==> src/rtl/core/sis_pkg.sv <==
// ----------------------------------------------------------------------------
// sis_pkg: shared types and constants for the sorted index set
// Field widths, command and status codes, and the cell command bundle.
// ----------------------------------------------------------------------------
package sis_pkg;

  localparam int VALUE_W          = 32;
  localparam int OP_W             = 3;
  localparam int POS_W            = 6;
  localparam int STATUS_W         = 3;
  localparam int COUNT_W          = 7;
  localparam int DEFAULT_CAPACITY = 64;

  localparam logic [OP_W-1:0] OP_ADD        = 3'd0;
  localparam logic [OP_W-1:0] OP_ADD_UNIQUE = 3'd1;
  localparam logic [OP_W-1:0] OP_REMOVE     = 3'd2;
  localparam logic [OP_W-1:0] OP_CONTAINS   = 3'd3;
  localparam logic [OP_W-1:0] OP_CLEAR      = 3'd4;
  localparam logic [OP_W-1:0] OP_READ_AT    = 3'd5;

  localparam logic [STATUS_W-1:0] ST_DONE    = 3'd0;
  localparam logic [STATUS_W-1:0] ST_PRESENT = 3'd1;
  localparam logic [STATUS_W-1:0] ST_ABSENT  = 3'd2;
  localparam logic [STATUS_W-1:0] ST_FULL    = 3'd3;
  localparam logic [STATUS_W-1:0] ST_BADPOS  = 3'd4;

  typedef enum logic [1:0] {
    ACT_HOLD,
    ACT_INSERT,
    ACT_REMOVE
  } cell_act_t;

  typedef struct packed {
    cell_act_t          act;
    logic [VALUE_W-1:0] value;
  } cell_cmd_t;

endpackage

==> src/rtl/core/sis_cmd_if.sv <==
// ----------------------------------------------------------------------------
// sis_cmd_if: command channel
// One beat carries an op, a value and a sorted position.
// ----------------------------------------------------------------------------
interface sis_cmd_if;
  logic                          valid;
  logic                          ready;
  logic [sis_pkg::OP_W-1:0]      op;
  logic [sis_pkg::VALUE_W-1:0]   value;
  logic [sis_pkg::POS_W-1:0]     position;

  modport source (output valid, output op, output value, output position, input ready);
  modport sink   (input valid, input op, input value, input position, output ready);
endinterface

==> src/rtl/core/sis_rsp_if.sv <==
// ----------------------------------------------------------------------------
// sis_rsp_if: response channel
// One beat carries a status, a read value and the entry count.
// ----------------------------------------------------------------------------
interface sis_rsp_if;
  logic                          valid;
  logic                          ready;
  logic [sis_pkg::STATUS_W-1:0]  status;
  logic [sis_pkg::VALUE_W-1:0]   value_out;
  logic [sis_pkg::COUNT_W-1:0]   count;

  modport source (output valid, output status, output value_out, output count, input ready);
  modport sink   (input valid, input status, input value_out, input count, output ready);
endinterface

==> src/rtl/core/sis_ctrl.sv <==
// ----------------------------------------------------------------------------
// sis_ctrl: command sequencer for the sorted index set
// Latches a command beat, decides status and cell action in the execute
// cycle, keeps the entry count and drives the registered response.
// ----------------------------------------------------------------------------
module sis_ctrl #(
  parameter int CAPACITY = sis_pkg::DEFAULT_CAPACITY,
  localparam int CW      = $clog2(CAPACITY + 1)
) (
  input  logic                        clk,
  input  logic                        rst,
  sis_cmd_if.sink                     cmd,
  sis_rsp_if.source                   rsp,
  input  logic                        found,
  input  logic [sis_pkg::VALUE_W-1:0] rd_value,
  output logic                        cap_en,
  output sis_pkg::cell_cmd_t          cell_cmd,
  output logic [CW-1:0]               count
);

  typedef enum logic {
    S_IDLE,
    S_EXEC
  } state_t;

  state_t                         state;
  logic [sis_pkg::OP_W-1:0]       op_q;
  logic [sis_pkg::VALUE_W-1:0]    value_q;
  logic [sis_pkg::POS_W-1:0]      pos_q;
  logic [CW-1:0]                  count_next;
  logic [sis_pkg::STATUS_W-1:0]   status_next;
  logic [sis_pkg::VALUE_W-1:0]    vout_next;
  logic                           full;

  assign cmd.ready = (state == S_IDLE) && (!rsp.valid || rsp.ready);
  assign cap_en    = cmd.valid && cmd.ready;
  assign full      = (count == CW'(CAPACITY));

  always_comb begin
    count_next     = count;
    status_next    = sis_pkg::ST_DONE;
    vout_next      = '0;
    cell_cmd.act   = sis_pkg::ACT_HOLD;
    cell_cmd.value = value_q;
    if (state == S_EXEC) begin
      unique case (op_q)
        sis_pkg::OP_ADD: begin
          if (full) begin
            status_next = sis_pkg::ST_FULL;
          end else begin
            cell_cmd.act = sis_pkg::ACT_INSERT;
            count_next   = count + CW'(1);
          end
        end
        sis_pkg::OP_ADD_UNIQUE: begin
          if (found) begin
            status_next = sis_pkg::ST_PRESENT;
          end else if (full) begin
            status_next = sis_pkg::ST_FULL;
          end else begin
            cell_cmd.act = sis_pkg::ACT_INSERT;
            count_next   = count + CW'(1);
          end
        end
        sis_pkg::OP_REMOVE: begin
          if (found) begin
            cell_cmd.act = sis_pkg::ACT_REMOVE;
            count_next   = count - CW'(1);
          end else begin
            status_next = sis_pkg::ST_ABSENT;
          end
        end
        sis_pkg::OP_CONTAINS: begin
          if (!found) begin
            status_next = sis_pkg::ST_ABSENT;
          end
        end
        sis_pkg::OP_CLEAR: begin
          count_next = '0;
        end
        sis_pkg::OP_READ_AT: begin
          if (32'(pos_q) < 32'(count)) begin
            vout_next = rd_value;
          end else begin
            status_next = sis_pkg::ST_BADPOS;
          end
        end
        default: status_next = sis_pkg::ST_DONE;
      endcase
    end
  end

  always_ff @(posedge clk) begin
    if (rst) begin
      state     <= S_IDLE;
      count     <= '0;
      rsp.valid <= 1'b0;
    end else begin
      unique case (state)
        S_IDLE: begin
          if (rsp.valid && rsp.ready) begin
            rsp.valid <= 1'b0;
          end
          if (cap_en) begin
            op_q    <= cmd.op;
            value_q <= cmd.value;
            pos_q   <= cmd.position;
            state   <= S_EXEC;
          end
        end
        S_EXEC: begin
          count         <= count_next;
          rsp.valid     <= 1'b1;
          rsp.status    <= status_next;
          rsp.value_out <= vout_next;
          rsp.count     <= sis_pkg::COUNT_W'(count_next);
          state         <= S_IDLE;
        end
        default: state <= S_IDLE;
      endcase
    end
  end

  a_count_bound: assert property (@(posedge clk) disable iff (rst)
    32'(count) <= CAPACITY)
    else $error("entry count above capacity");

  a_accept_exec: assert property (@(posedge clk) disable iff (rst)
    cap_en |=> (state == S_EXEC) && !rsp.valid)
    else $error("accepted beat did not enter execute with a free response slot");

  a_exec_rsp: assert property (@(posedge clk) disable iff (rst)
    (state == S_EXEC) |=> rsp.valid && (state == S_IDLE))
    else $error("execute cycle did not produce a response");

  a_act_exec: assert property (@(posedge clk) disable iff (rst)
    (cell_cmd.act != sis_pkg::ACT_HOLD) |-> (state == S_EXEC))
    else $error("cell shift outside execute");

  a_shift_room: assert property (@(posedge clk) disable iff (rst)
    (cell_cmd.act == sis_pkg::ACT_INSERT) |-> !full)
    else $error("insert issued into a full chain");

endmodule
==> src/flat_wrapper.sv <==
// flat-port wrapper written by rule: the top's interface ports become plain ports
module sis_ctrl_flat 
#(
  parameter int CAPACITY = sis_pkg::DEFAULT_CAPACITY,
  localparam int CW      = $clog2(CAPACITY + 1)
)
  (clk, rst, found, rd_value, cap_en, cell_cmd, count, cmd_valid, cmd_op, cmd_value, cmd_position, cmd_ready, rsp_valid, rsp_status, rsp_value_out, rsp_count, rsp_ready);
  sis_cmd_if cmd_i ();
  sis_rsp_if rsp_i ();
  input  logic clk;
  input  logic rst;
  input  logic found;
  input  logic [sis_pkg::VALUE_W-1:0] rd_value;
  output logic cap_en;
  output sis_pkg::cell_cmd_t cell_cmd;
  output logic [CW-1:0] count;
  input wire logic [$bits(cmd_i.valid)-1:0] cmd_valid;
  input wire logic [$bits(cmd_i.op)-1:0] cmd_op;
  input wire logic [$bits(cmd_i.value)-1:0] cmd_value;
  input wire logic [$bits(cmd_i.position)-1:0] cmd_position;
  output wire logic [$bits(cmd_i.ready)-1:0] cmd_ready;
  output wire logic [$bits(rsp_i.valid)-1:0] rsp_valid;
  output wire logic [$bits(rsp_i.status)-1:0] rsp_status;
  output wire logic [$bits(rsp_i.value_out)-1:0] rsp_value_out;
  output wire logic [$bits(rsp_i.count)-1:0] rsp_count;
  input wire logic [$bits(rsp_i.ready)-1:0] rsp_ready;
  assign cmd_i.valid = cmd_valid;
  assign cmd_i.op = cmd_op;
  assign cmd_i.value = cmd_value;
  assign cmd_i.position = cmd_position;
  assign cmd_ready = cmd_i.ready;
  assign rsp_valid = rsp_i.valid;
  assign rsp_status = rsp_i.status;
  assign rsp_value_out = rsp_i.value_out;
  assign rsp_count = rsp_i.count;
  assign rsp_i.ready = rsp_ready;
  sis_ctrl #(.CAPACITY(CAPACITY)) u_core (.clk(clk), .rst(rst), .cmd(cmd_i), .rsp(rsp_i), .found(found), .rd_value(rd_value), .cap_en(cap_en), .cell_cmd(cell_cmd), .count(count));
endmodule
==> config.mk <==
export PLATFORM = sky130hd
export DESIGN_NAME = sis_ctrl_flat
export DESIGN_NICKNAME = d
export VERILOG_FILES = /design/src/rtl/core/sis_pkg.sv /design/src/rtl/core/sis_cmd_if.sv /design/src/rtl/core/sis_rsp_if.sv /design/src/rtl/core/sis_ctrl.sv /design/src/flat_wrapper.sv
export SDC_FILE = /design/constraint.sdc
export NUM_CORES = 1
export LEC_CHECK = 0
export ABC_CLOCK_PERIOD_IN_PS = 8000
export CAP_MARGIN = 30
export CELL_PAD_IN_SITES_DETAIL_PLACEMENT = 1
export CELL_PAD_IN_SITES_GLOBAL_PLACEMENT = 2
export CORE_ASPECT_RATIO = 1.4
export CORE_UTILIZATION = 44
export CTS_BUF_LIST = sky130_fd_sc_hd__clkbuf_4 sky130_fd_sc_hd__clkbuf_8
export DETAILED_ROUTE_END_ITERATION = 8
export DONT_BUFFER_PORTS = 1
export GPL_ROUTABILITY_DRIVEN = 0
export HOLD_SLACK_MARGIN = 0.06
export PLACE_DENSITY = 0.95
export SYNTH_ARGS = -nofsm -noshare
export SYNTH_HDL_FRONTEND = slang
export SYNTH_SLANG_ARGS = --single-unit
export TNS_END_PERCENT = 1
==> constraint.sdc <==
create_clock -name clk -period 8 [get_ports clk]
set_clock_uncertainty 0.15 [all_clocks]
set_input_delay 1.2 -clock clk [delete_from_list [all_inputs] [get_ports clk]]
set_output_delay 1.2 -clock clk [all_outputs]
set_load 0.03 [all_outputs]
## After elaboration in Yosys (flattened, before gate mapping)

Index checks and enable logic that the tools add are counted.

| operators by class | value |
|---|---|
| bitwise gates (word level) | 2 |
| magnitude comparators | 1 |
| add/sub/neg operators | 2 |
| equality and inequality tests | 7 |
| reductions and logical operators | 10 |
| multiplexer cells | 18 |

Operator list:

| operator | number |
|---|---|
| $pmux 7 s4 | 1 |
| $mux 7 | 3 |
| $pmux 3 s4 | 1 |
| $mux 2 | 5 |
| $add 7x1->7 const B | 1 |
| $eq 7x7->1 const B | 1 |
| $lt 6x7->1 | 1 |
| $sub 7x1->7 const B | 1 |
| $eq 3x2->1 const B | 2 |
| $eq 3x3->1 const B | 2 |
| $mux 3 | 2 |
| $pmux 2 s3 | 1 |
| $pmux 1 s2 | 2 |
| $reduce_and 2->1 | 2 |
| $eq 3x1->1 const B | 1 |
| $logic_and 1x1->1 | 3 |
| $logic_not 3->1 | 1 |
| $mux 1 | 3 |
| $reduce_and 3->1 | 1 |
| $ne 2x2->1 const B | 1 |
| $not 1->1 | 2 |
| $reduce_or 2->1 | 1 |
| $logic_not 1->1 | 1 |
| $logic_or 1x1->1 | 1 |

| storage, ports and cells | value |
|---|---|
| input port bits | 78 |
| output and inout port bits | 86 |
| register bits | 92 |

## Logic depth before layout (Yosys ltp)

| depth | value |
|---|---|
| depth in word-level cells | 6 |
| gate-level depth with buffers | 8 |
| depth with buffers taken out | 6 |

## Worst setup path after synthesis

No wires, ideal clock.

| path | value |
|---|---|
| path type | input port to flip-flop |
| from | input port rsp_ready |
| to | register u_core.op_q[0] in the netlist's numbering (enable) |
| path slack | 3.275 ns |
| path buffers | 0 |
| stages on the path | 4 |
| setup time | 0.444 ns |
| data arrival time | 4.132 ns |
| required time | 7.406 ns |
| cell sequence | inv_1 a21oi_1 and2_1 nor2b_1 |

| between the ends | value |
|---|---|
| cells in the longest elaborated chain, start to end | 4 |

RTL lines:

| item | line | text |
|---|---|---|
| start: declaration | flat_wrapper.sv:26 | `input wire logic [$bits(rsp_i.ready)-1:0] rsp_ready;` |
| $logic_or 1x1->1 | sis_ctrl.sv:35 | `assign cmd.ready = (state == S_IDLE) && (!rsp.valid \|\| rsp.ready);` |
| $logic_and 1x1->1 | sis_ctrl.sv:35 |  |
| net cmd_ready | flat_wrapper.sv:21 | `output wire logic [$bits(cmd_i.ready)-1:0] cmd_ready;` |
| $logic_and 1x1->1 | sis_ctrl.sv:36 | `assign cap_en = cmd.valid && cmd.ready;` |
| net cap_en | flat_wrapper.sv:14 | `output logic cap_en;` |
| $reduce_and 3->1 (no source line) | - |  |
| end signal: assignment | sis_ctrl.sv:105 | `op_q <= cmd.op;` |
| end: declaration | sis_ctrl.sv:27 | `logic [sis_pkg::OP_W-1:0] op_q;` |

The timed path passes the listed nets, and every way through them passes these cells.
A chain may end at the register's enable or synchronous reset.

==> results.ini <==
[outcome]
status = finished with violations
violations = design-rule violations

[floorplan]
start_util_pct = 45.2
ios = 164
chipWidth_um = 81.3
die_h_um = 113
core_um2 = 8560
num_rows = 40
die_area_um2 = 9190

[finish]
multi_input_area_um2 = 1080
fin_cells = 406
register_area_um2 = 2670
fillers = 859
postLayoutCellArea_um2 = 4210
antenna_cells = 0
fin_util_pct = 49.1
syn2layout_area_growth_pct = 8.59
drive_gt1_share_pct = 11.0
final_nets = 381

[timing]
fin_crit_sh_pct = 47.4
slew_headroom_pct = 46.2
rsz0062_at_grt = no
hold_violations = 0
setup_viol = 0
setup_tns_ps = 0
slew_viol_final = 0
max_freq_mhz = 264
tightest_slew_ps = 807
period_minus_slack_ps = 3790

[synth]
syn_area_um2 = 3870
ys_warn_count = 0
synth_edf_count = 83
avgSynthCellArea_um2 = 13.0
yosys.area.top_type_share_pct = 64.4
ys_seq_elements = 92
synth_area_leader_cell = edfxtp_1
synth-async-reset-ratio_pct = 0
ys_top_cells_by_count = 83 x edfxtp_1, 41 x a21oi_1, 36 x nand2_1, 15 x clkbuf_1, 13 x inv_1
syn_nets = 384
synthDistinctLibCells = 55
ys_seq_area_share_pct = 69.0
synth_ff_type = edfxtp_1
synth_cells = 299
synth_most_common_cell = edfxtp_1
ys_top_cells_by_area = edfxtp_1 64%, a21oi_1 5.3%, dfxtp_1 4.7%, nand2_1 3.5%, ha_1 2.3%

[place]
dp_cells = 389
dpl.hpwl_um = 6130
dpl_cell_area_um2 = 3970
numPortBuffers = 0

[hold_path]
min_path_type = register to register
hold_depth = 2
whs_endpoint = u_core.count[4]
hp-start = u_core.count[4]

[global_routing]
grt_util_met1_pct = 21.4
gr-total-overflow = 0
grt_max_degree = 44
grtUsageMet2_pct = 32.7
grt_antenna_before_repair = 0
track_usage_pct = 19.4
grt_pass1_wl_um = 13000
grt_pass1_vias = 2364
grt_busiest_layer = met2
use_met3_pct = 7.26

[critical_path]
r2r-end = u_core.pos_q[1]
cp-end-kind = primary output
reg2reg_slack_ps = 5330
r2r_cells = 4
worstPathMaxFanout = 10
worstPathRequired_ps = 6650
cp-start-kind = register
worstPathArrival_ps = 2440
path_class = register to primary output
rr_startpoint = u_core.state

[power]
p_leak_nw = 1.39
power_w = 0.000967
vdd_drop_max_mv = 0.190
powerDensity_nw_per_um2 = 230

[drt]
drcViolationCount = 2
wl_per_cell_um = 21.1
vias_per_cell = 6.05
drt-pass1-iter-count = 8
num_vias = 2458
first_iter_violations = 144
finalWirelength_um = 8580
detail-route-antenna-nets = 0

[clocking]
path_clk_slew_ps = 100
cts.sinks = 92
numCtsBuffers = 9
cts_setup_buffers = 0
cts_tree = yes
clkLatencyLatePin_ps = 360
clockBufferDepth = 2
cts_resized = 0
cts_hold_buf = 0
htree_levels = 3
clock-root-buffer = clkbuf_8

[run]
drv_cap = 0

## where the power goes
part / internal [W] / switching, W / total, W
combinational: 0.0000178 / 0.0000376 / 0.0000553
clock: 0.000153 / 0.000178 / 0.000331
sequential: 0.000542 / 0.0000380 / 0.000580
## per-stage QoR
stage	hold WS, ps	setup WS (ps)
floorplan	375	3270
global placement	589	4290
detailed placement	603	4190
CTS	632	4210
global route	694	4070
finish	623	4210
## layout by cell type, fill, tap and decap left out, drive strengths merged, types with 6 or more instances in the layout
cell / instances
edfxtp: 83
a21oi: 42
nand2: 36
inv: 18
nor2: 10
clkbuf: 9
dfxtp: 9
nor3: 7
ha: 7
or3: 7
nand3: 6
## worst max-delay path by stage
stage / to / start / slack, ps
global placement: u_core.value_q[14] / rsp_ready / 4290
CTS: cell_cmd[32] / u_core.count[0] / 4210
global route: cell_cmd[32] / u_core.count[0] / 4070
finish: cell_cmd[32] / u_core.count[0] / 4210
floorplan: u_core.op_q[0] / rsp_ready / 3270
detailed placement: u_core.value_q[14] / rsp_ready / 4190
## final cells by class
cell class / count / share of cell area, %
tap: 105 / 3.12
clock inverter: 7 / 2.14
multi-input combinational: 174 / 25.6
timing repair buffer: 5 / 1.37
clock buffer: 9 / 2.95
sequential: 92 / 63.6
inverter: 14 / 1.25
## worst max-delay path: stages, from the launching register on
cell	delay (ps)
dfxtp_1	710
inv_1	200
ha_1	290
nor3b_1	200
a21oi_2	320
and2_1	360
## registers in the layout, indices dropped and copies added (netlist names)
name                  cells
u_core.count              7
u_core.op_q               3
u_core.pos_q              6
u_core.rsp.count          7
u_core.rsp.status         3
u_core.rsp.valid          1
u_core.rsp.value_out     32
u_core.state              1
u_core.value_q           32
## cells by family after synthesis
group                      synth area share [%]
buffers and inverters                      3.46
adders and majority gates                  2.26
AOI/OAI and AO/OA                          13.1
muxes                                     0.905
DFF                                        69.0
and+or+nand+nor                            11.3
## layer usage
| metal | vias to the layer above | wire length [µm] |
|---|---|---|
| met3 | 14 | 739 |
| li1 | 1125 | - |
| met1 | 1199 | 3120 |
| met4 | 0 | 161 |
| met2 | 120 | 4570 |
| met5 | - | 0 |
No activity file was read; power rests on OpenSTA's default activity.
