--- src/rtl/core/sis_pkg.sv ---
// ----------------------------------------------------------------------------
// sis_pkg: shared types and constants for the sorted index set
// Field widths, command and status codes, and the cell command bundle.
// ----------------------------------------------------------------------------
package sis_pkg;

  localparam int VALUE_W          = 32;
  localparam int OP_W             = 3;
  localparam int POS_W            = 6;
  localparam int STATUS_W         = 3;
  localparam int COUNT_W          = 7;
  localparam int DEFAULT_CAPACITY = 64;

  localparam logic [OP_W-1:0] OP_ADD        = 3'd0;
  localparam logic [OP_W-1:0] OP_ADD_UNIQUE = 3'd1;
  localparam logic [OP_W-1:0] OP_REMOVE     = 3'd2;
  localparam logic [OP_W-1:0] OP_CONTAINS   = 3'd3;
  localparam logic [OP_W-1:0] OP_CLEAR      = 3'd4;
  localparam logic [OP_W-1:0] OP_READ_AT    = 3'd5;

  localparam logic [STATUS_W-1:0] ST_DONE    = 3'd0;
  localparam logic [STATUS_W-1:0] ST_PRESENT = 3'd1;
  localparam logic [STATUS_W-1:0] ST_ABSENT  = 3'd2;
  localparam logic [STATUS_W-1:0] ST_FULL    = 3'd3;
  localparam logic [STATUS_W-1:0] ST_BADPOS  = 3'd4;

  typedef enum logic [1:0] {
    ACT_HOLD,
    ACT_INSERT,
    ACT_REMOVE
  } cell_act_t;

  typedef struct packed {
    cell_act_t          act;
    logic [VALUE_W-1:0] value;
  } cell_cmd_t;

endpackage

--- src/rtl/core/sis_cell.sv ---
// ----------------------------------------------------------------------------
// sis_cell: one slot of the sorted chain
// Holds one entry, registers its compare flags against the incoming value,
// and on insert takes the new value or the left entry, on remove the right entry.
// ----------------------------------------------------------------------------
module sis_cell (
  input  logic                        clk,
  input  logic                        cap_en,
  input  logic                        used,
  input  logic [sis_pkg::VALUE_W-1:0] cmp_value,
  input  sis_pkg::cell_cmd_t          cmd,
  input  logic                        left_le,
  input  logic [sis_pkg::VALUE_W-1:0] left_entry,
  input  logic [sis_pkg::VALUE_W-1:0] right_entry,
  output logic [sis_pkg::VALUE_W-1:0] entry,
  output logic                        le,
  output logic                        eq
);

  logic                        lt;
  logic [sis_pkg::VALUE_W-1:0] entry_next;

  always_comb begin
    entry_next = entry;
    case (cmd.act)
      sis_pkg::ACT_INSERT: begin
        if (!le) begin
          entry_next = left_le ? cmd.value : left_entry;
        end
      end
      sis_pkg::ACT_REMOVE: begin
        if (!lt) begin
          entry_next = right_entry;
        end
      end
      default: entry_next = entry;
    endcase
  end

  always_ff @(posedge clk) begin
    entry <= entry_next;
    if (cap_en) begin
      le <= used && (entry <= cmp_value);
      lt <= used && (entry < cmp_value);
      eq <= used && (entry == cmp_value);
    end
  end

endmodule

--- config.mk ---
export PLATFORM = sky130hd
export DESIGN_NAME = sis_cell
export DESIGN_NICKNAME = d
export VERILOG_FILES = /design/src/rtl/core/sis_pkg.sv /design/src/rtl/core/sis_cell.sv
export SDC_FILE = /design/constraint.sdc
export NUM_CORES = 1
export LEC_CHECK = 0
export BUFFER_PORTS_ARGS = -buffer_cell sky130_fd_sc_hd__buf_4
export CAP_MARGIN = 0
export CORE_ASPECT_RATIO = 0.75
export CORE_MARGIN = 4
export CORE_UTILIZATION = 43
export DETAILED_ROUTE_END_ITERATION = 8
export PLACE_DENSITY = 0.78
export SKIP_LAST_GASP = 1
export SYNTH_ARGS = -nofsm -noshare
export SYNTH_HDL_FRONTEND = slang
export SYNTH_SLANG_ARGS = --single-unit
export TNS_END_PERCENT = 1
--- constraint.sdc ---
create_clock -name clk -period 4.95 [get_ports clk]
set_clock_uncertainty 0.2 [all_clocks]
set_input_delay 0.7425 -clock clk [delete_from_list [all_inputs] [get_ports clk]]
set_output_delay 0.7425 -clock clk [all_outputs]
set_load 0.02 [all_outputs]
=== Yosys cells after proc, flatten, opt, wreduce, memory -nomap -nowiden ===
Cells that the tools add are included.

* Register bits after elaboration: 35
* Latch bits: 0
* RAM bits: 0
* Memory bits (read-only): 0
* Output and inout port bits: 34
* Memories kept: 0

* $add $sub $neg: 0
* Multiply operators: 0
* Div/mod/pow operators: 0
* Order comparisons: 2
* Eq/ne operators: 5
* Shift operators: 0
* Muxes and demuxes: 4
* Bitwise gates (word level): 0
* Reduce and logical (&&, ||, !) cells: 5

{| class="wikitable"
|+ Operators by type and width
! operator !! number
|-
| 32-bit 2-to-1 mux || 3
|-
| 32-bit one-hot mux with 2 select lines || 1
|-
| 32-bit equality test || 1
|-
| 32-bit <= comparator || 1
|-
| 32-bit less-than comparator || 1
|-
| 2-bit != test (second input constant) || 2
|-
| 1-bit logical AND || 3
|-
| 3-bit AND reduction || 1
|-
| 2-bit by 1-bit equality test with 1-bit output (second input constant) || 1
|-
| 2-bit equality test (second input constant) || 1
|-
| 2-bit nonzero test || 1
|}

=== Depth between registers and ports, before layout ===
Gate-level depths: netlist of the first run.

* Word-level depth: 3
* Gate-level depth with buffers: 7

=== Worst setup path after synthesis of the first run ===
No wires, ideal clock.

* Path kind: input port to flip-flop
* Start: input port cmd[32] (netlist bit)
* End: register entry[0] (netlist bit), enable pin
* Library setup time: 0.466 ns
* Arrival: 3.074 ns
* Data required time: 4.284 ns
* Path slack: 1.211 ns
* Stages: 2
* Cells stage by stage: nand2b_1 o21ai_0

* Word-level cells in the longest chain between the ends: 3

{| class="wikitable"
|+ Ends and longest elaborated chain
! what !! line !! RTL
|-
| start: declaration || sis_cell.sv:11 || <nowiki>input sis_pkg::cell_cmd_t cmd,</nowiki>
|-
| 2-bit equality test or 2-bit by 1-bit equality test with 1-bit output (tied branches) || sis_cell.sv:25 || <nowiki>case (cmd.act)</nowiki>
|-
| 2-bit != test (no line) or 2-bit nonzero test (tied branches) || -- ||
|-
| 3-bit AND reduction (no line) (*) || -- ||
|-
| end signal: assignment || sis_cell.sv:41 || <nowiki>entry <= entry_next;</nowiki>
|-
| end: declaration || sis_cell.sv:15 || <nowiki>output logic [sis_pkg::VALUE_W-1:0] entry,</nowiki>
|}

Mark *: on every way between the ends. The rest lies on a longest branch, timed or not.
A chain may end at the register's enable or synchronous reset.

=== Worst setup path after layout of the first run ===
* Start: input port cmp_value[27] (netlist bit)
* End: register le, data pin

* Word-level cells in the longest chain between the ends: 2

{| class="wikitable"
|+ Ends and longest elaborated chain
! what !! line !! RTL
|-
| start: declaration || sis_cell.sv:10 || <nowiki>input logic [sis_pkg::VALUE_W-1:0] cmp_value,</nowiki>
|-
| 32-bit <= comparator || sis_cell.sv:43 || <nowiki>le <= used && (entry <= cmp_value);</nowiki>
|-
| 1-bit logical AND || sis_cell.sv:43 ||
|-
| end signal: assignment || sis_cell.sv:43 ||
|-
| end: declaration || sis_cell.sv:16 || <nowiki>output logic le,</nowiki>
|}

No other way between the ends.

==> flow_metrics.tcl, run 1 <==
set metrics [dict create \
    status "finished clean" \
    yosys_warnings 0 \
    worst_ep_arrival_time_ns 2.19 \
    area_growth_pct 55.1 \
    fin_hold_ws_ns 0.481 \
    syn_area_mm2 0.00256 \
    die_w_um 97.2 \
    drv_slew 0 \
    synthCells 265 \
    num_rows 24 \
    postRouteAntennaNets 0 \
    vdd_drop_max_uv 123 \
    drt-total-wl_um 7220 \
    fin_crit_sh_pct 47.6 \
    drv_cap 0 \
    wl_per_cell_um 14.2 \
    critPathKind "in -> reg" \
    grt_pass1_wl_um 10900 \
    max_freq_mhz 424 \
    drtPass1Iterations 4 \
    synth_top_area_share_pct 41.0 \
    num-fill-cells 480 \
    overflow 0 \
    holdBufCountCts 0 \
    synth_area_per_cell_um2 9.68 \
    period_minus_slack_ns 2.36 \
    syn_nets 431 \
    antennaDiodeCount 0 \
    clk-insertion-delay-late_ns 0.28 \
    io_buffers 167 \
    rsz0062_at_grt "no" \
    synth_top_cell_by_area "edfxtp_1" \
    dr.first_iter.drc_count 60 \
    cts_buffers 5 \
    drive_above_1_share_pct 41.9 \
    post_cts_resized 0 \
    start_util_pct 44.3 \
    ioPinCount 168 \
    vias_per_cell 4.85 \
    die_y_um 74.9 \
    setup_violations 0 \
    crit_fanout 3 \
    hold_path.class "in -> reg" \
    fin_setup_tns_ns 0 \
    gp_congestion 0.795 \
    clkTransAtPathRegs_ns 0.07 \
    htreeDepth 2 \
    layout.nets 595 \
    powerDensity_mw_per_mm2 210 \
    critPathLaunchType "input port" \
    synth-seq-cells 35 \
    worst_setup_path_end_kind "flip-flop" \
    cts_sinks 35 \
    drc 0 \
    hpwlAfterDp_um 6060 \
    cts_root_buf "clkbuf_8" \
    die_area_mm2 0.00728 \
    grt_use_total_pct 18.6 \
    grt_max_degree 65 \
    p_leak_uw 0.00201 \
    antenna_found_initial 0 \
    slew_headroom_pct 31.4 \
    grt_pass1_vias 2339 \
    cts_tree "done" \
    ys_seq_area_share_pct 41.0 \
    core_mm2 0.00580 \
    synth_area_leaders "edfxtp_1 (41%), ha_1 (16%), mux2i_1 (12%)" \
    ys_types 25 \
    post-cts-setup-buffer-count 0 \
    vias 2465 \
    cts.path.max_buffers 2 \
    cp.required_ns 4.78 \
    tightest_slew_ns 1.03 \
    hold_violations 0 \
]
## sequential cells by signal, indices dropped and copies added, names as in the netlist
name,flops
lt,1
entry,32
eq,1
le,1
## kinds of logic after synthesis
| group | synth area share (%) |
|---|---|
| AND/OR/NAND/NOR | 11.2 |
| AO/OA/AOI/OAI | 13.0 |
| buffers and inverters | 6.73 |
| flip-flops | 41.0 |
| multiplexers | 12.5 |
| adder cells (fa/ha/maj) | 15.6 |
## path summary, 6_finish.rpt
kind,startpoint,end,slack (ns),cells past startpoint
setup / recovery,cmp_value[27],le$_DFFE_PP_,2.59,8
setup reg to reg,entry[27]$_DFFE_PP_,le$_DFFE_PP_,2.72,6
hold reg to reg,entry[15]$_DFFE_PP_,le$_DFFE_PP_,0.75,4
hold / removal,cap_en,le$_DFFE_PP_,0.48,1
## cell usage in the layout, fill, tap and decap left out, drive strengths merged, types with 2 or more instances in the layout
cell    netlist  final
nand2        39     39
nor4          2      2
a21o          2      2
ha           32     32
edfxtp       35     35
nand4         6      6
a21oi        14     14
inv          34     34
nand3         5      5
o21ai        38     38
mux2i        32     32
buf           3    168
nand2b        4      4
clkbuf        8      7
nor2          3      3
## critical path: stages
cell	delay (ns)
buf_4	0.08
inv_1	0.03
ha_1	0.31
nand4_1	0.16
nor4_1	0.48
inv_1	0.10
a41oi_2	0.22
o21ai_2	0.07
## where the power goes
| group | switching [µW] | total (µW) | internal, µW |
|---|---|---|---|
| sequential | 12.4 | 371 | 359 |
| combinational | 126 | 270 | 144 |
| clock | 97.3 | 196 | 98.7 |
| total | 236 | 837 | 602 |
## cell usage after synthesis
library cell and count:
nand4_1 5, a21o_1 2, and3_1 1, nand2_1 39, nand4_2 1, o21ai_2 1
mux2i_1 32, a221oi_1 1, nand2b_1 4, or4_4 1, a21oi_1 14, inv_1 34
a211o_1 1, nor4_1 2, a41o_1 1, nor2_1 3, buf_2 3, nand3_1 5
clkbuf_1 8, nor2b_1 1, a221o_1 1, edfxtp_1 35, ha_1 32, a41oi_2 1
o21ai_0 37
## stage by stage
stage / utilization [%] / cell area [µm²] / worst slack (ns) / instances / power (µW)
after floorplan: - / 2560 / 1.21 / 265 / 508
after global placement: 67.2 / 3900 / 2.37 / 500 / 642
after detailed placement: 67.2 / 3900 / 2.33 / 500 / 650
after CTS: 68.7 / 3980 / 2.63 / 508 / 844
after global routing: 68.7 / 3980 / 2.47 / 508 / 889
final: 68.7 / 3980 / 2.59 / 508 / 837
## per-layer routing
| metal | track usage [%] | vias up | part of all wire, % | wire length (µm) |
|---|---|---|---|---|
| li1 | - | 1276 | - | - |
| met5 | 0 | - | 0 | 0 |
| met1 | 23.6 | 1105 | 44 | 3160 |
| met2 | 32.6 | 80 | 49 | 3510 |
| met3 | 4.72 | 4 | 6.7 | 487 |
| met4 | 4.21 | 0 | 0.87 | 63 |
## cell type report
| class | count | area [µm²] | area share (%) |
|---|---|---|---|
| Multi-Input combinational cell | 185 | 1360 | 34.2 |
| Inverter | 34 | 128 | 3.21 |
| Clock inverter | 1 | 5.00 | 0.126 |
| Clock buffer | 7 | 76.3 | 1.92 |
| Sequential cell | 35 | 1050 | 26.4 |
| Timing Repair Buffer | 168 | 1260 | 31.7 |
| Tap cell | 78 | 97.6 | 2.45 |
No activity file was read; power rests on OpenSTA's default activity.
==> run 2: changes to the inputs <==
==> constraint.sdc (replaced) <==
create_clock -name clk -period 2.3 [get_ports clk]
set_clock_uncertainty 0.2 [all_clocks]
set_input_delay 0.345 -clock clk [delete_from_list [all_inputs] [get_ports clk]]
set_output_delay 0.345 -clock clk [all_outputs]
set_load 0.02 [all_outputs]
==> flow_metrics.tcl, run 2 (synthesized netlist as in run 1, its figures left out) <==
set metrics [dict create \
    status "finished clean" \
    p_leak_uw 0.00201 \
    rsz0062_at_grt "yes" \
    dr.first_iter.drc_count 82 \
    die_y_um 74.9 \
    wl_per_cell_um 14.9 \
    regMostFlops "entry" \
    hold_path.class "in -> reg" \
    setup_violations 0 \
    hp-start "cap_en" \
    layout.nets 596 \
    path_buf_inv 0 \
    cp_slowest_cell "or4_4" \
    overflow 0 \
    critPathKind "reg -> reg" \
    drive_above_1_share_pct 42.0 \
    worst_ep_arrival_time_ns 2.03 \
    powerDensity_mw_per_mm2 454 \
    path_delay_family "simple AND/OR/NAND/NOR gates" \
    die_w_um 97.2 \
    slowest_delay_ns 0.57 \
    vias_per_cell 4.89 \
    fin_setup_tns_ns 0 \
    cts.path.max_buffers 2 \
    area_growth_pct 55.6 \
    io_buffers 167 \
    path_cells "ha_1 > nand4_2 > or4_4 > a41oi_2 > o21ai_2" \
    vdd_drop_max_uv 252 \
    slew_headroom_pct 32.8 \
    core_mm2 0.00580 \
    cts_sinks 35 \
    clk-insertion-delay-late_ns 0.28 \
    vias 2490 \
    place_inst 501 \
    hpwlAfterDp_um 6490 \
    antennaDiodeCount 0 \
    postRouteAntennaNets 0 \
    cts_root_buf "clkbuf_8" \
    tightest_slew_ns 1.00 \
    layout_common_cells "buf_4 (169), nand2_1 (39), o21ai_0 (36), edfxtp_1 (35), inv_1 (34)" \
    largest_register_ffs 32 \
    drv_slew 0 \
    reg2reg_depth 5 \
    drv_cap 0 \
    worst_setup_path_end_kind "flip-flop" \
    num_rows 24 \
    cts_buffers 5 \
    die_area_mm2 0.00728 \
    hold_violations 0 \
    drtPass1Iterations 4 \
    fin_crit_sh_pct 95.4 \
    cp.required_ns 2.14 \
    drt-total-wl_um 7610 \
    antenna_found_initial 0 \
    max_freq_mhz 456 \
    drc 0 \
    critPathLaunchType "flip-flop" \
    grt_use_total_pct 20.3 \
    num-fill-cells 482 \
    grt_pass1_vias 2515 \
    fin_util_pct 68.9 \
    final_common_cell "buf_4" \
    period_minus_slack_ns 2.19 \
    htreeDepth 2 \
    start_util_pct 44.3 \
    grt_max_degree 37 \
    crit_fanout 4 \
    ioPinCount 168 \
    worst_slack_ns 0.107 \
    place_ws_ns 0.0721 \
    clkTransAtPathRegs_ns 0.07 \
    worst_r2r_endpoint "le$_DFFE_PP_" \
    grt_pass1_wl_um 11800 \
    stdcell_count 509 \
    whs_endpoint "lt$_DFFE_PP_" \
    gp_congestion 0.839 \
    r2r_start "entry[30]$_DFFE_PP_" \
    cts_tree "done" \
    ff2ff_setup_slack_ns 0.11 \
    holdBufCountCts 0 \
    holdPathStages 1 \
]
## run 2: cell count changes in the layout (fill, tap and decap cells not counted)
cell	before	now
clkbuf_1	2	1
nor4_2	0	1
clkinv_1	0	2
buf_4	168	169
clkinv_2	1	0
nor4_1	2	1
## run 2: cell type report
cell class                 count  area [µm²]  share of cell area, %
clock buffer                   6        72.6                   1.82
clock inverter                 2        7.51                  0.188
inverter                      34         128                   3.20
multi-input combinational    185        1370                   34.2
sequential                    35        1050                   26.3
tap                           78        97.6                   2.45
timing repair buffer         169        1270                   31.8
## run 2: metrics by stage
step	hold slack [ns]	area [µm²]	power, µW
2_1_floorplan	0.257	2570	1090
3_3_place_gp	0.372	3910	1390
3_5_place_dp	0.372	3910	1410
4_1_cts	0.0753	3990	1830
5_1_grt	0.0687	3990	1930
6_report	0.0811	3990	1810
## run 2: what timing repair did
| item | CTS | global route |
|---|---|---|
| resized for setup | 0 | 1 |
| setup buffers | 0 | 0 |
| setup endpoints to repair | 0 | 2 |
## run 2: power breakdown
part	switching, µW	leakage (µW)	internal (µW)	total (µW)
Combinational	278	0.00164	312	590
Sequential	26.8	0.000333	773	799
Clock	216	0.0000403	207	423
Total	522	0.00201	1290	1810
## run 2: worst max-delay path by stage
| stage | end | startpoint | cells past startpoint | slack, ns |
|---|---|---|---|---|
| floorplan | le$_DFFE_PP_ | entry[30]$_DFFE_PP_ | 5 | 0.1 |
| global placement | lt$_DFFE_PP_ | cmp_value[23] | 8 | 0.12 |
| detailed placement | le$_DFFE_PP_ | cmp_value[30] | 8 | 0.07 |
| CTS | le$_DFFE_PP_ | entry[30]$_DFFE_PP_ | 6 | 0.10 |
| global route | lt$_DFFE_PP_ | entry[14]$_DFFE_PP_ | 5 | -0.02 |
| finish | le$_DFFE_PP_ | entry[30]$_DFFE_PP_ | 5 | 0.11 |
## run 2: worst register-to-register path: stages (launching register included)
cell and delay, ns:
edfxtp_1 0.41, ha_1 0.35, nand4_2 0.16, or4_4 0.57
a41oi_2 0.18, o21ai_2 0.07
## run 2: metal layers
metal,track usage [%],routed length (µm),vias up
met5,0,0,-
met4,4.05,60,0
met3,6.48,596,6
met2,36.9,3880,89
met1,24.3,3070,1121
li1,-,-,1274
==> run 3: changes to the inputs <==
--- a/config.mk
+++ b/config.mk
@@ -5,13 +5,14 @@
 export SDC_FILE = /design/constraint.sdc
 export NUM_CORES = 1
 export LEC_CHECK = 0
+export ABC_AREA = 1
 export BUFFER_PORTS_ARGS = -buffer_cell sky130_fd_sc_hd__buf_4
 export CAP_MARGIN = 0
 export CORE_ASPECT_RATIO = 0.75
 export CORE_MARGIN = 4
 export CORE_UTILIZATION = 43
 export DETAILED_ROUTE_END_ITERATION = 8
-export PLACE_DENSITY = 0.78
+export PLACE_DENSITY = 0.77
 export SKIP_LAST_GASP = 1
 export SYNTH_ARGS = -nofsm -noshare
 export SYNTH_HDL_FRONTEND = slang
==> flow_metrics.tcl, run 3 <==
set metrics [dict create \
    ioPinCount 168 \
    layout_common_cells "buf_4 (174), nand2_1 (105), nor2_1 (45), inv_1 (44), edfxtp_1 (35)" \
    clkTransAtPathRegs_ns 0.07 \
    final_common_cell "buf_4" \
    post-cts-setup-buffer-count 0 \
    synth-seq-cells 35 \
    gp_congestion 0.812 \
    worst_r2r_endpoint "le$_DFFE_PP_" \
    synthCells 330 \
    die_area_mm2 0.00739 \
    reg2reg_depth 7 \
    hold_path.class "in -> reg" \
    cts_root_buf "clkbuf_8" \
    vdd_drop_max_uv 246 \
    postSynth.asyncResetShare_pct 0 \
    num_rows 24 \
    vias_per_cell 4.78 \
    regMostFlops "entry" \
    path_delay_family "simple AND/OR/NAND/NOR gates" \
    hpwlAfterDp_um 6590 \
    post_cts_resized 0 \
    critPathKind "reg -> reg" \
    drt-total-wl_um 7730 \
    synth_top_area_share_pct 40.3 \
    cts.path.max_buffers 2 \
    p_leak_uw 0.00211 \
    overflow 0 \
    antenna_found_initial 0 \
    drtPass1Iterations 4 \
    r2r_start "entry[15]$_DFFE_PP_" \
    syn_nets 496 \
    start_util_pct 44.6 \
    yosys_warnings 0 \
    ys_top_cells_by_count "nand2_1 (105), nor2_1 (45), inv_1 (44)" \
    num-fill-cells 505 \
    crit_top_cell "nand2_1" \
    rsz0062_at_grt "no" \
    synth.most_common_cell "nand2_1" \
    grt_pass1_vias 2695 \
    critPathLaunchType "flip-flop" \
    startpoint "entry[15]$_DFFE_PP_" \
    ys_types 18 \
    vias 2751 \
    antennaDiodeCount 0 \
    htreeDepth 2 \
    synth_area_per_cell_um2 7.91 \
    status "finished clean" \
    largest_register_ffs 32 \
    path_buf_inv 0 \
    holdBufCountCts 0 \
    synth_top_cell_by_area "edfxtp_1" \
    grt_max_degree 41 \
    path_cells "ha_1 > nand2_1 > nor2_1 > nand2_1 > nor4_1 > nand2_1 > nand2_1" \
    fin_setup_tns_ns 0 \
    crit_fanout 2 \
    ff2ff_setup_slack_ns 0.46 \
    layout.nets 663 \
    powerDensity_mw_per_mm2 453 \
    die_y_um 75.5 \
    stdcell_count 576 \
    cts_tree "done" \
    drv_slew 0 \
    max_freq_mhz 543 \
    setup_violations 0 \
    synth-edff-count 35 \
    ys_seq_area_share_pct 40.3 \
    die_w_um 97.9 \
    cts_buffers 5 \
    cp.depth 7 \
    tightest_slew_ns 0.358 \
    wl_per_cell_um 13.4 \
    grt_use_total_pct 20.0 \
    drc 0 \
    hold_violations 0 \
    period_minus_slack_ns 1.84 \
    cp.required_ns 2.26 \
    io_buffers 167 \
    core_mm2 0.00586 \
    clk-insertion-delay-late_ns 0.28 \
    dr.first_iter.drc_count 71 \
    synth_ff_type "edfxtp_1" \
    drive_above_1_share_pct 36.5 \
    drv_cap 0 \
    crit_end "le$_DFFE_PP_" \
    syn_area_mm2 0.00261 \
    area_growth_pct 53.5 \
    synth_area_leaders "edfxtp_1 (40%), ha_1 (15%), nand2_1 (15%)" \
    worst_ep_arrival_time_ns 1.80 \
    postRouteAntennaNets 0 \
    cp_slowest_cell "edfxtp_1" \
    fin_crit_sh_pct 80.1 \
    slew_headroom_pct 76.1 \
    grt_pass1_wl_um 11900 \
    fin_hold_ws_ns 0.0842 \
    worst_setup_path_end_kind "flip-flop" \
    place_inst 568 \
    cts_sinks 35 \
    slowest_delay_ns 0.40 \
]
==> run 3: how the worst min path moves through the flow <==
stage           start            to  slack, ns  cells after the start
6_report       cap_en  le$_DFFE_PP_       0.08                      1
5_1_grt        cap_en  le$_DFFE_PP_       0.07                      1
4_1_cts        cap_en  le$_DFFE_PP_       0.08                      1
3_5_place_dp   cap_en  le$_DFFE_PP_       0.38                      1
3_3_place_gp   cap_en  eq$_DFFE_PP_       0.37                      1
2_1_floorplan  cap_en  eq$_DFFE_PP_       0.26                      0
==> run 3: final cells by class <==
cell class                 instances  area [µm²]  area share [%]
timing repair buffer             174        1310            32.6
multi-input combinational        237        1300            32.6
sequential                        35        1050            26.2
inverter                          44         165            4.12
tap                               78        97.6            2.44
clock buffer                       7        76.3            1.91
clock inverter                     1        5.00           0.125
==> run 3: power by group <==
part           internal [µW]  switching, µW  total, µW
registers                770           27.4        797
clock network            213            217        430
logic                    305            284        589
total                   1290            529       1820
==> run 3: kinds of logic after synthesis <==
group | Yosys count | synth area share (%)
and+or+nand+nor | 157 | 23.2
buffers and inverters | 58 | 10.3
AOI/OAI and AO/OA | 48 | 10.9
DFF | 35 | 40.3
adders and majority gates | 32 | 15.3
==> run 3: stage by stage <==
step	util [%]	setup slack, ns	instance area [µm²]	total power [µW]
4_1_cts	68.4	0.453	4010	1830
3_5_place_dp	67.0	0.417	3920	1400
5_1_grt	68.4	0.277	4010	1930
2_1_floorplan	-	0.280	2620	1100
3_3_place_gp	67.0	0.505	3920	1390
6_report	68.4	0.457	4010	1820
==> run 3: routing by layer <==
metal	vias up	global-route usage (%)	routed length [µm]
met5	-	0	0
met4	0	5.38	114
met3	13	6.04	768
met2	122	35.7	3840
met1	1187	24.0	3010
li1	1429	-	-
